## config.mk

```make
export PLATFORM = sky130hd
export DESIGN_NAME = gear_shift_and_clutch_control_unit
export DESIGN_NICKNAME = d
export VERILOG_FILES = /design/src/gscc_pkg.sv /design/src/gear_shift_and_clutch_control_unit.sv /design/src/gscc_cmp.sv
export SDC_FILE = /design/constraint.sdc
export NUM_CORES = 2
export LEC_CHECK = 0
export ABC_AREA = 1
export BUFFER_PORTS_ARGS = -buffer_cell sky130_fd_sc_hd__clkbuf_2
export CAP_MARGIN = 10
export CORE_ASPECT_RATIO = 0.7
export CORE_MARGIN = 1.5
export CORE_UTILIZATION = 46
export CTS_BUF_LIST = sky130_fd_sc_hd__clkbuf_4 sky130_fd_sc_hd__clkbuf_8
export CTS_CLUSTER_SIZE = 16
export DETAILED_ROUTE_END_ITERATION = 10
export PLACE_DENSITY_LB_ADDON = 0.12
export REMOVE_ABC_BUFFERS = 1
export SYNTH_ARGS = -nofsm -noshare
export SYNTH_HDL_FRONTEND = slang
export SYNTH_HIERARCHICAL = 1
export SYNTH_SLANG_ARGS = --single-unit
```

## constraint.sdc

```tcl
create_clock -name clk -period 18.4 [get_ports clk]
set_clock_uncertainty 0.05 [all_clocks]
set_input_delay 2.76 -clock clk [delete_from_list [all_inputs] [get_ports clk]]
set_output_delay 2.76 -clock clk [all_outputs]
set_load 0.02 [all_outputs]
```

## src/gscc_pkg.sv

```systemverilog
// Shared types and constants for the gear shift and clutch control unit.
// No dependencies; used by gscc_cmp and the top level.
package gscc_pkg;

  // Field widths
  localparam int GEAR_W   = 5;
  localparam int WORD_W   = 16;
  localparam int ANGLE_W  = 15;
  localparam int CLUTCH_W = 17;
  localparam int TOPG_W   = 4;

  // Default shift spacing in control ticks
  localparam int SHIFT_DELAY_DEF = 25;

  // Configuration register indexes
  typedef enum logic [0:0] {
    REG_REDLINE  = 1'b0,
    REG_TOP_GEAR = 1'b1
  } cfg_reg_t;

  localparam logic [WORD_W-1:0] REDLINE_RESET  = 16'd16000;
  localparam logic [TOPG_W-1:0] TOP_GEAR_RESET = 4'd6;

  // Gear codes
  localparam logic signed [GEAR_W-1:0] GEAR_REV     = -5'sd1;
  localparam logic signed [GEAR_W-1:0] GEAR_NEUTRAL = 5'sd0;
  localparam logic signed [GEAR_W-1:0] GEAR_FIRST   = 5'sd1;

  // Thresholds (Q8.8 speed, Q12.4 engine speed, Q3.12 angle, Q8.8 distance)
  localparam logic [WORD_W-1:0]         SPEED_SLOW  = 16'd256;   // 1 m/s
  localparam logic [WORD_W-1:0]         SPEED_FAST  = 16'd3840;  // 15 m/s
  localparam logic [WORD_W-1:0]         ENG_REV_HOT = 16'd8000;  // 500 rad/s
  localparam logic [WORD_W-1:0]         DOWN_OFS    = 16'd2080;  // 130 rad/s
  localparam logic signed [ANGLE_W-1:0] ANGLE_LIM   = 15'sd4096; // 1 rad
  localparam logic signed [WORD_W-1:0]  BORDER_LIM  = -16'sd512; // -2 m

  // Exact ratio tests: e/r > 0.98 and e/r > 0.7
  localparam logic [5:0] UP_NUM  = 6'd50;
  localparam logic [5:0] UP_DEN  = 6'd49;
  localparam logic [3:0] HOT_NUM = 4'd10;
  localparam logic [3:0] HOT_DEN = 4'd7;

  // Clutch levels, Q1.16
  localparam logic [CLUTCH_W-1:0] CL_STEP     = 17'd2621;
  localparam logic [CLUTCH_W-1:0] CL_STEP_REV = 17'd655;
  localparam logic [CLUTCH_W-1:0] CL_UPSHIFT  = 17'd19661;
  localparam logic [CLUTCH_W-1:0] CL_START    = 17'd45875;
  localparam logic [CLUTCH_W-1:0] CL_ONE      = 17'd65536;

  // Per-item decisions that need no state, computed ahead of the state logic
  typedef struct packed {
    logic slow;      // below 1 m/s: no shift wait
    logic fast;      // above 15 m/s
    logic up;        // engine above 98 % of redline
    logic down;      // lower gear keeps engine below redline - 130 rad/s
    logic hot;       // engine above 70 % of redline
    logic rev_hot;   // engine above 500 rad/s
    logic off_track; // heading or border far off
  } flags_t;

endpackage

```

## src/gear_shift_and_clutch_control_unit.sv

```systemverilog
// Top level: gear command and clutch level, one control tick per transaction.
// Depends on gscc_pkg and gscc_cmp.
//
//  channel  | direction | contents
//  s_*      | in        | one control tick (gear, speeds, ratios, reverse, course)
//  m_*      | out       | commanded gear and clutch level
//  cfg_*    | in        | register writes: redline_speed, top_gear
//
// One transaction per cycle sustained while m_tready is high; each tick passes through
// the compare register, then the result register that also updates the shift
// timer, clutch and last gear; back-to-back ticks thus see the prior update.
// m_tready low holds the result register; the compare register still fills, then
// s_tready drops. Reset (rst, synchronous) empties both stages and clears state.
module gear_shift_and_clutch_control_unit #(
  parameter int SHIFT_DELAY = gscc_pkg::SHIFT_DELAY_DEF
) (
  input  logic         clk,
  input  logic         rst,
  // current_gear[4:0], car_speed[20:5], engine_speed[36:21], ratio_now[52:37],
  // ratio_below[68:53], reverse_request[69], track_angle[84:70],
  // border_distance[100:85], zero fill[103:101]
  input  logic [103:0] s_tdata,
  input  logic         s_tvalid,
  output logic         s_tready,
  // gear_command[4:0], clutch_level[21:5], zero fill[23:22]
  output logic [23:0]  m_tdata,
  output logic         m_tvalid,
  input  logic         m_tready,
  input  logic         cfg_we,
  input  logic [0:0]   cfg_index,
  input  logic [15:0]  cfg_data
);

  localparam int WAIT_W = $clog2(SHIFT_DELAY + 1);
  localparam logic [WAIT_W-1:0] DELAY = WAIT_W'(SHIFT_DELAY);

  // Configuration
  logic [15:0] redline_speed;
  logic [3:0]  top_gear;

  // Unpacked input fields
  logic signed [4:0]  in_gear;
  logic signed [14:0] in_angle;
  logic signed [15:0] in_border;
  gscc_pkg::flags_t   in_flags;

  // Compare register
  logic               s1_valid;
  logic signed [4:0]  s1_gear;
  logic               s1_rev;
  gscc_pkg::flags_t   s1_flags;

  // State
  logic [WAIT_W-1:0]  shift_wait, shift_wait_next;
  logic [16:0]        clutch_value, clutch_value_next;
  logic signed [4:0]  last_gear;

  // Result register
  logic               out_valid;
  logic signed [4:0]  gear_cmd, gear_cmd_next;

  logic               adv;
  logic [WAIT_W-1:0]  limit, wait_inc;
  logic signed [18:0] cl_base, cl_sum;

  assign in_gear   = s_tdata[4:0];
  assign in_angle  = s_tdata[84:70];
  assign in_border = s_tdata[100:85];

  gscc_cmp u_cmp (
    .car_speed       (s_tdata[20:5]),
    .engine_speed    (s_tdata[36:21]),
    .ratio_now       (s_tdata[52:37]),
    .ratio_below     (s_tdata[68:53]),
    .track_angle     (in_angle),
    .border_distance (in_border),
    .redline_speed   (redline_speed),
    .flags           (in_flags)
  );

  // Handshake: stage 1 moves when the result register is free or drains
  assign adv      = s1_valid && (!out_valid || m_tready);
  assign s_tready = !s1_valid || adv;
  assign m_tvalid = out_valid;
  assign m_tdata  = {2'b00, clutch_value, gear_cmd};

  // Configuration registers
  always_ff @(posedge clk) begin
    if (rst) begin
      redline_speed <= gscc_pkg::REDLINE_RESET;
      top_gear      <= gscc_pkg::TOP_GEAR_RESET;
    end else if (cfg_we) begin
      unique case (gscc_pkg::cfg_reg_t'(cfg_index))
        gscc_pkg::REG_REDLINE:  redline_speed <= cfg_data;
        gscc_pkg::REG_TOP_GEAR: top_gear      <= cfg_data[3:0];
        default:                ;
      endcase
    end
  end

  // Compare register
  always_ff @(posedge clk) begin
    if (rst) begin
      s1_valid <= 1'b0;
    end else if (s_tready) begin
      s1_valid <= s_tvalid;
    end
  end

  always_ff @(posedge clk) begin
    if (s_tready && s_tvalid) begin
      s1_gear  <= in_gear;
      s1_rev   <= s_tdata[69];
      s1_flags <= in_flags;
    end
  end

  // Gear command and shift timer
  always_comb begin
    limit           = s1_flags.slow ? '0 : DELAY;
    wait_inc        = (shift_wait < limit) ? shift_wait + 1'b1 : shift_wait;
    shift_wait_next = wait_inc;
    if (wait_inc < limit) begin
      gear_cmd_next = s1_gear;
    end else if (s1_rev) begin
      gear_cmd_next = gscc_pkg::GEAR_REV;
    end else if (s1_gear <= gscc_pkg::GEAR_NEUTRAL) begin
      gear_cmd_next = gscc_pkg::GEAR_FIRST;
    end else if ((s1_gear[3:0] < top_gear) && s1_flags.up) begin
      shift_wait_next = '0;
      gear_cmd_next   = s1_gear + 5'sd1;
    end else if ((s1_gear > gscc_pkg::GEAR_FIRST) && s1_flags.down) begin
      shift_wait_next = '0;
      gear_cmd_next   = s1_gear - 5'sd1;
    end else begin
      gear_cmd_next = s1_gear;
    end
  end

  // Clutch ramp, clipped to 0..1
  always_comb begin
    cl_base = $signed({2'b00, clutch_value});
    cl_sum  = cl_base;
    if ((s1_gear > gscc_pkg::GEAR_FIRST) || s1_flags.fast) begin
      if (s1_gear > last_gear) cl_base = $signed({2'b00, gscc_pkg::CL_UPSHIFT});
      cl_sum = s1_flags.hot ? cl_base - $signed({2'b00, gscc_pkg::CL_STEP})
                            : cl_base + $signed({2'b00, gscc_pkg::CL_STEP});
      if (s1_gear < last_gear) cl_sum = '0;
    end else if (s1_gear == gscc_pkg::GEAR_FIRST) begin
      cl_sum = s1_flags.hot ? cl_base - $signed({2'b00, gscc_pkg::CL_STEP})
                            : cl_base + $signed({2'b00, gscc_pkg::CL_STEP});
      if (s1_flags.off_track) cl_sum = '0;
    end else if (s1_gear == gscc_pkg::GEAR_NEUTRAL) begin
      cl_sum = $signed({2'b00, gscc_pkg::CL_START});
    end else if (s1_gear == gscc_pkg::GEAR_REV) begin
      cl_sum = s1_flags.rev_hot ? cl_base - $signed({2'b00, gscc_pkg::CL_STEP_REV})
                                : cl_base + $signed({2'b00, gscc_pkg::CL_STEP_REV});
    end
    if (cl_sum < 0) begin
      clutch_value_next = '0;
    end else if (cl_sum > $signed({2'b00, gscc_pkg::CL_ONE})) begin
      clutch_value_next = gscc_pkg::CL_ONE;
    end else begin
      clutch_value_next = cl_sum[16:0];
    end
  end

  // State and result register
  always_ff @(posedge clk) begin
    if (rst) begin
      shift_wait   <= '0;
      clutch_value <= '0;
      last_gear    <= gscc_pkg::GEAR_NEUTRAL;
      out_valid    <= 1'b0;
    end else begin
      if (adv) begin
        shift_wait   <= shift_wait_next;
        clutch_value <= clutch_value_next;
        last_gear    <= s1_gear;
        out_valid    <= 1'b1;
      end else if (m_tready) begin
        out_valid <= 1'b0;
      end
    end
  end

  always_ff @(posedge clk) begin
    if (adv) gear_cmd <= gear_cmd_next;
  end

  // Checks
  a_clutch_range: assert property (@(posedge clk) disable iff (rst)
    clutch_value <= gscc_pkg::CL_ONE)
    else $error("clutch level above full release");

  a_wait_range: assert property (@(posedge clk) disable iff (rst)
    shift_wait <= DELAY)
    else $error("shift timer past its delay");

  a_last_gear: assert property (@(posedge clk) disable iff (rst)
    adv |=> (last_gear == $past(s1_gear)))
    else $error("last gear not taken from the finished tick");

  a_result_loaded: assert property (@(posedge clk) disable iff (rst)
    adv |=> m_tvalid)
    else $error("finished tick did not reach the result register");

endmodule

```

## src/gscc_cmp.sv

```systemverilog
// Stateless compare stage: ratio cross-multiplications and threshold tests.
// Depends on gscc_pkg.
module gscc_cmp (
  input  logic [15:0]        car_speed,
  input  logic [15:0]        engine_speed,
  input  logic [15:0]        ratio_now,
  input  logic [15:0]        ratio_below,
  input  logic signed [14:0] track_angle,
  input  logic signed [15:0] border_distance,
  input  logic [15:0]        redline_speed,
  output gscc_pkg::flags_t   flags
);

  logic [21:0] up_eng, up_red;
  logic [19:0] hot_eng, hot_red;
  logic [15:0] red_ofs;
  logic [31:0] down_red, down_eng;

  // Upshift and clutch tests, exact by cross-multiplication
  assign up_eng  = 22'(engine_speed) * 22'(gscc_pkg::UP_NUM);
  assign up_red  = 22'(redline_speed) * 22'(gscc_pkg::UP_DEN);
  assign hot_eng = 20'(engine_speed) * 20'(gscc_pkg::HOT_NUM);
  assign hot_red = 20'(redline_speed) * 20'(gscc_pkg::HOT_DEN);

  // Downshift: (red - 130) * r_now > r_below * eng, false at low redline
  assign red_ofs  = redline_speed - gscc_pkg::DOWN_OFS;
  assign down_red = 32'(red_ofs) * 32'(ratio_now);
  assign down_eng = 32'(ratio_below) * 32'(engine_speed);

  always_comb begin
    flags.slow      = car_speed < gscc_pkg::SPEED_SLOW;
    flags.fast      = car_speed > gscc_pkg::SPEED_FAST;
    flags.up        = up_eng > up_red;
    flags.down      = (redline_speed > gscc_pkg::DOWN_OFS) && (down_red > down_eng);
    flags.hot       = hot_eng > hot_red;
    flags.rev_hot   = engine_speed > gscc_pkg::ENG_REV_HOT;
    flags.off_track = (track_angle > gscc_pkg::ANGLE_LIM) ||
                      (track_angle < -gscc_pkg::ANGLE_LIM) ||
                      (border_distance < gscc_pkg::BORDER_LIM);
  end

endmodule
```

==> flow_results.xml <==
<?xml version="1.0" encoding="UTF-8"?>
<metrics>
  <group name="worst_setup_path">
    <metric name="timing.rr.start" unit="">redline_speed[5]</metric>
    <metric name="critPathMostFrequentCell" unit="">fa_1</metric>
    <metric name="worstSetupEndpointType" unit="">flop</metric>
    <metric name="peak_fanout_along_the_critical_path" unit="">22</metric>
    <metric name="cp_slowest_cell" unit="">clkbuf_2</metric>
    <metric name="worstPathArrival" unit="ns">9.47</metric>
    <metric name="rr_endpoint" unit="">s1_flags[3]</metric>
    <metric name="critPathKind" unit="">input pin to flop</metric>
    <metric name="critical_path_required" unit="ns">18.51</metric>
    <metric name="r2r_worst_path_depth" unit="">36</metric>
    <metric name="setup.worst_path.start_class" unit="">input pin</metric>
    <metric name="rrSetupSlack" unit="ns">9.47</metric>
    <metric name="critical_path.max_stage_delay" unit="ns">0.56</metric>
  </group>
  <group name="layout">
    <metric name="final_cells" unit="">5368</metric>
    <metric name="flow.area_growth_from_synthesis" unit="%">4.79</metric>
    <metric name="fillers" unit="">7043</metric>
    <metric name="finish.net_count" unit="">5497</metric>
    <metric name="multi_input_comb_area" unit="mm2">0.0256</metric>
    <metric name="sequential_cell_area" unit="mm2">0.00152</metric>
    <metric name="final_design_area_no_fill" unit="mm2">0.0330</metric>
    <metric name="layout-drive-gt1-share" unit="%">5.70</metric>
  </group>
  <group name="synth">
    <metric name="synth.distinct_cells" unit="">62</metric>
    <metric name="number_of_flops_mapped_to_enable_cells_by_yosys" unit="">18</metric>
    <metric name="proportion_of_netlist_area_held_by_the_largest_area_contributor" unit="%">27.2</metric>
    <metric name="synth-seq-area-share" unit="%">4.84</metric>
    <metric name="synth_top_cell_by_area" unit="">fa_1</metric>
    <metric name="synth_commonest_cells" unit="">nand2_1, inv_1, ha_1</metric>
    <metric name="synth_area_leaders" unit="">fa_1, ha_1, nand2_1, inv_1, nor2_1</metric>
    <metric name="number_of_standard_cells_after_synthesis" unit="">4448</metric>
    <metric name="avgSynthCellArea" unit="um2">7.07</metric>
    <metric name="ys_async_sr_fraction" unit="%">0</metric>
    <metric name="synth_area" unit="mm2">0.0314</metric>
    <metric name="ys_seq_elements" unit="">67</metric>
    <metric name="synthMostInstantiatedCell" unit="">nand2_1</metric>
    <metric name="ys.flop_type" unit="">dfxtp_1</metric>
    <metric name="count_of_synthesis_stage_warnings_from_yosys" unit="">6</metric>
  </group>
  <group name="die">
    <metric name="floorplan.die_area" unit="mm2">0.0700</metric>
    <metric name="floorplan.die.width" unit="um">316</metric>
    <metric name="initial_utilization" unit="%">46.9</metric>
    <metric name="die_height" unit="um">222</metric>
    <metric name="placeable_core_region" unit="mm2">0.0670</metric>
    <metric name="placementRows" unit="">79</metric>
    <metric name="ioPinCount" unit="">152</metric>
  </group>
  <group name="global_routing">
    <metric name="via_count_of_the_first_global_routing_pass" unit="">27639</metric>
    <metric name="grt_first_pass_wirelength" unit="um">148000</metric>
    <metric name="largest_net_degree_at_the_start_of_global_routing" unit="">50</metric>
    <metric name="antenna_found_initial" unit="">1</metric>
    <metric name="grt.total_usage" unit="%">26.5</metric>
    <metric name="grt_overflow_total" unit="">0</metric>
  </group>
  <group name="timing">
    <metric name="final_critical_path_time_including_i_o_delays_and_setup" unit="ns">9.36</metric>
    <metric name="setup-violations-final" unit="">0</metric>
    <metric name="finalMaxSlewViolations" unit="">0</metric>
    <metric name="report.final.hold_viol_count" unit="">0</metric>
    <metric name="rsz0062_at_grt" unit="">false</metric>
    <metric name="period_share" unit="%">50.9</metric>
    <metric name="final.setup.tns" unit="ns">0</metric>
    <metric name="fmax" unit="MHz">107</metric>
    <metric name="worst_slew_margin_rel" unit="%">26.8</metric>
    <metric name="tightest_slew" unit="ns">1.10</metric>
  </group>
  <group name="route">
    <metric name="route.antenna.remaining_nets" unit="">0</metric>
    <metric name="dr.first_iter.drc_count" unit="">2152</metric>
    <metric name="wire_length_per_cell_after_detailed_routing" unit="um">16.8</metric>
    <metric name="vias" unit="">27833</metric>
    <metric name="dr.pass1.iters" unit="">5</metric>
    <metric name="finalWirelength" unit="um">90400</metric>
    <metric name="avgViaCountPerCell" unit="">5.18</metric>
    <metric name="post-route-drc-count" unit="">0</metric>
  </group>
  <group name="outcome">
    <metric name="outcome" unit="">complete, no violations</metric>
  </group>
  <group name="placement">
    <metric name="hpwlAfterDp" unit="um">73300</metric>
    <metric name="post_dp_cell_area" unit="mm2">0.0327</metric>
    <metric name="numPlacedInstances" unit="">5351</metric>
    <metric name="gp_congestion" unit="">0.941</metric>
    <metric name="buffer_ports.inserted" unit="">137</metric>
  </group>
  <group name="clock_network">
    <metric name="ctsRootBufferMaster" unit="">clkbuf_8</metric>
    <metric name="number_of_resized_instances_in_the_post_cts_repair_step" unit="">0</metric>
    <metric name="cts_setup_buffers" unit="">0</metric>
    <metric name="worst_setup_hold_path_clk_slew" unit="ns">0.10</metric>
    <metric name="cts_sinks" unit="">67</metric>
    <metric name="htree_levels" unit="">3</metric>
    <metric name="clock_tree_from_tritoncts" unit="">done</metric>
    <metric name="clock_insertion_delay_at_the_later_pin_of_the_skew_report" unit="ns">0.44</metric>
    <metric name="post_cts_hold_buffer_count" unit="">0</metric>
    <metric name="cts-root-to-sink-buffers" unit="">2</metric>
    <metric name="cts_inserted_buffers" unit="">9</metric>
  </group>
  <group name="worst_hold_path">
    <metric name="min_path_cells" unit="">2</metric>
    <metric name="hold_path.class" unit="">flop to flop</metric>
    <metric name="hold_end" unit="">last_gear[4]</metric>
    <metric name="min_from" unit="">last_gear[4]</metric>
  </group>
  <group name="job">
    <metric name="drv.max_cap_violation_count" unit="">0</metric>
  </group>
</metrics>
[worst max-delay path, delay by kind of cell]
kind            cells  cell delay, ns
fa+ha+maj           8            3.79
simple gates       12            1.34
compound gates      4            0.74
buf+inv             6            0.82
[cells in the final DEF, fill, tap and decap left out, types with 3 or more instances in the layout]
cell type / netlist / final
a21oi_1: 211 / 211
ha_1: 472 / 472
a31oi_1: 13 / 13
nand2_1: 1101 / 1101
dfxtp_1: 49 / 49
o21bai_1: 10 / 10
a21boi_0: 5 / 5
inv_2: 9 / 9
o22ai_1: 4 / 4
inv_1: 967 / 967
a21o_1: 10 / 10
nand2_4: 5 / 5
xor2_1: 62 / 62
o21ai_2: 8 / 8
nor2_2: 5 / 6
clkinv_1: 8 / 8
o21a_1: 6 / 6
edfxtp_1: 18 / 18
nor2_1: 316 / 315
nand3_2: 17 / 17
xnor2_1: 40 / 40
nand3_1: 196 / 196
buf_4: 5 / 14
a21oi_2: 12 / 12
o21ai_1: 6 / 6
or2_2: 3 / 3
o211ai_1: 21 / 21
xor2_4: 3 / 3
nand4_1: 58 / 58
clkbuf_2: 0 / 137
nor3_1: 44 / 44
fa_1: 428 / 428
nand2_2: 10 / 10
nor4_1: 8 / 8
o21ai_0: 133 / 133
clkbuf_8: 0 / 9
nand3b_1: 20 / 20
[layer usage]
metal	wire [um]	vias up	track usage (%)
met1	45200	13149	40.6
li1	-	13736	-
met4	1070	2	4.03
met2	36600	876	38.6
met5	49	-	0.482
met3	7510	70	5.42
[how the worst max path moves through the flow]
stage	start	to	slack, ns	cells past startpoint
finish	s_tdata[27]	s1_flags[3]	9.04	30
global placement	s_tdata[36]	s1_flags[3]	8.62	30
CTS	s_tdata[27]	s1_flags[3]	9.10	30
detailed placement	s_tdata[27]	s1_flags[3]	8.64	30
global route	s_tdata[27]	s1_flags[3]	8.60	30
floorplan	s_tdata[55]	s1_flags[3]	9.96	29
[metrics by stage]
step	hold slack [ns]	util [%]	worst slack (ns)
final	0.416	49.2	9.04
after global routing	0.444	49.2	8.60
after CTS	0.419	49.2	9.10
after detailed placement	0.405	48.9	8.64
after global placement	0.398	48.9	8.62
after floorplan	0.385	-	9.96
[registers in the layout, indices dropped and copies added, names as in the netlist]
name and count:
s1_rev 1, m_tvalid 1, shift_wait 5, gear_cmd 5, s1_flags 7, redline_speed 16, top_gear 4, clutch_value 17
s1_gear 5, last_gear 5, s1_valid 1
[area by class of cell]
type	instances	area share, %
antenna	1	0.00759
clock buffer	9	0.376
clock inverter	7	0.254
inverter	986	11.2
multi-input combinational	3256	77.7
sequential	67	4.62
tap	891	3.38
timing repair buffer	151	2.40
[logic make-up (layout without fill, tap and decap cells)]
group                      count (synthesis)  in the layout  share of synthesized area, %
muxes                                      1              1                        0.0318
xor gates and xnor gates                 107            107                          3.21
buffers and inverters                   1126           1153                          13.7
AOI/OAI and AO/OA                        455            455                          8.25
and+or+nand+nor                         1791           1791                          23.9
other                                      1              3                        0.0119
DFF                                       67             67                          4.84
adders and majority gates                900            900                          46.0
Power is left out: the tool's default activity adds up to more than one toggle a clock period on the data nets, which glitch-free logic cannot reach.
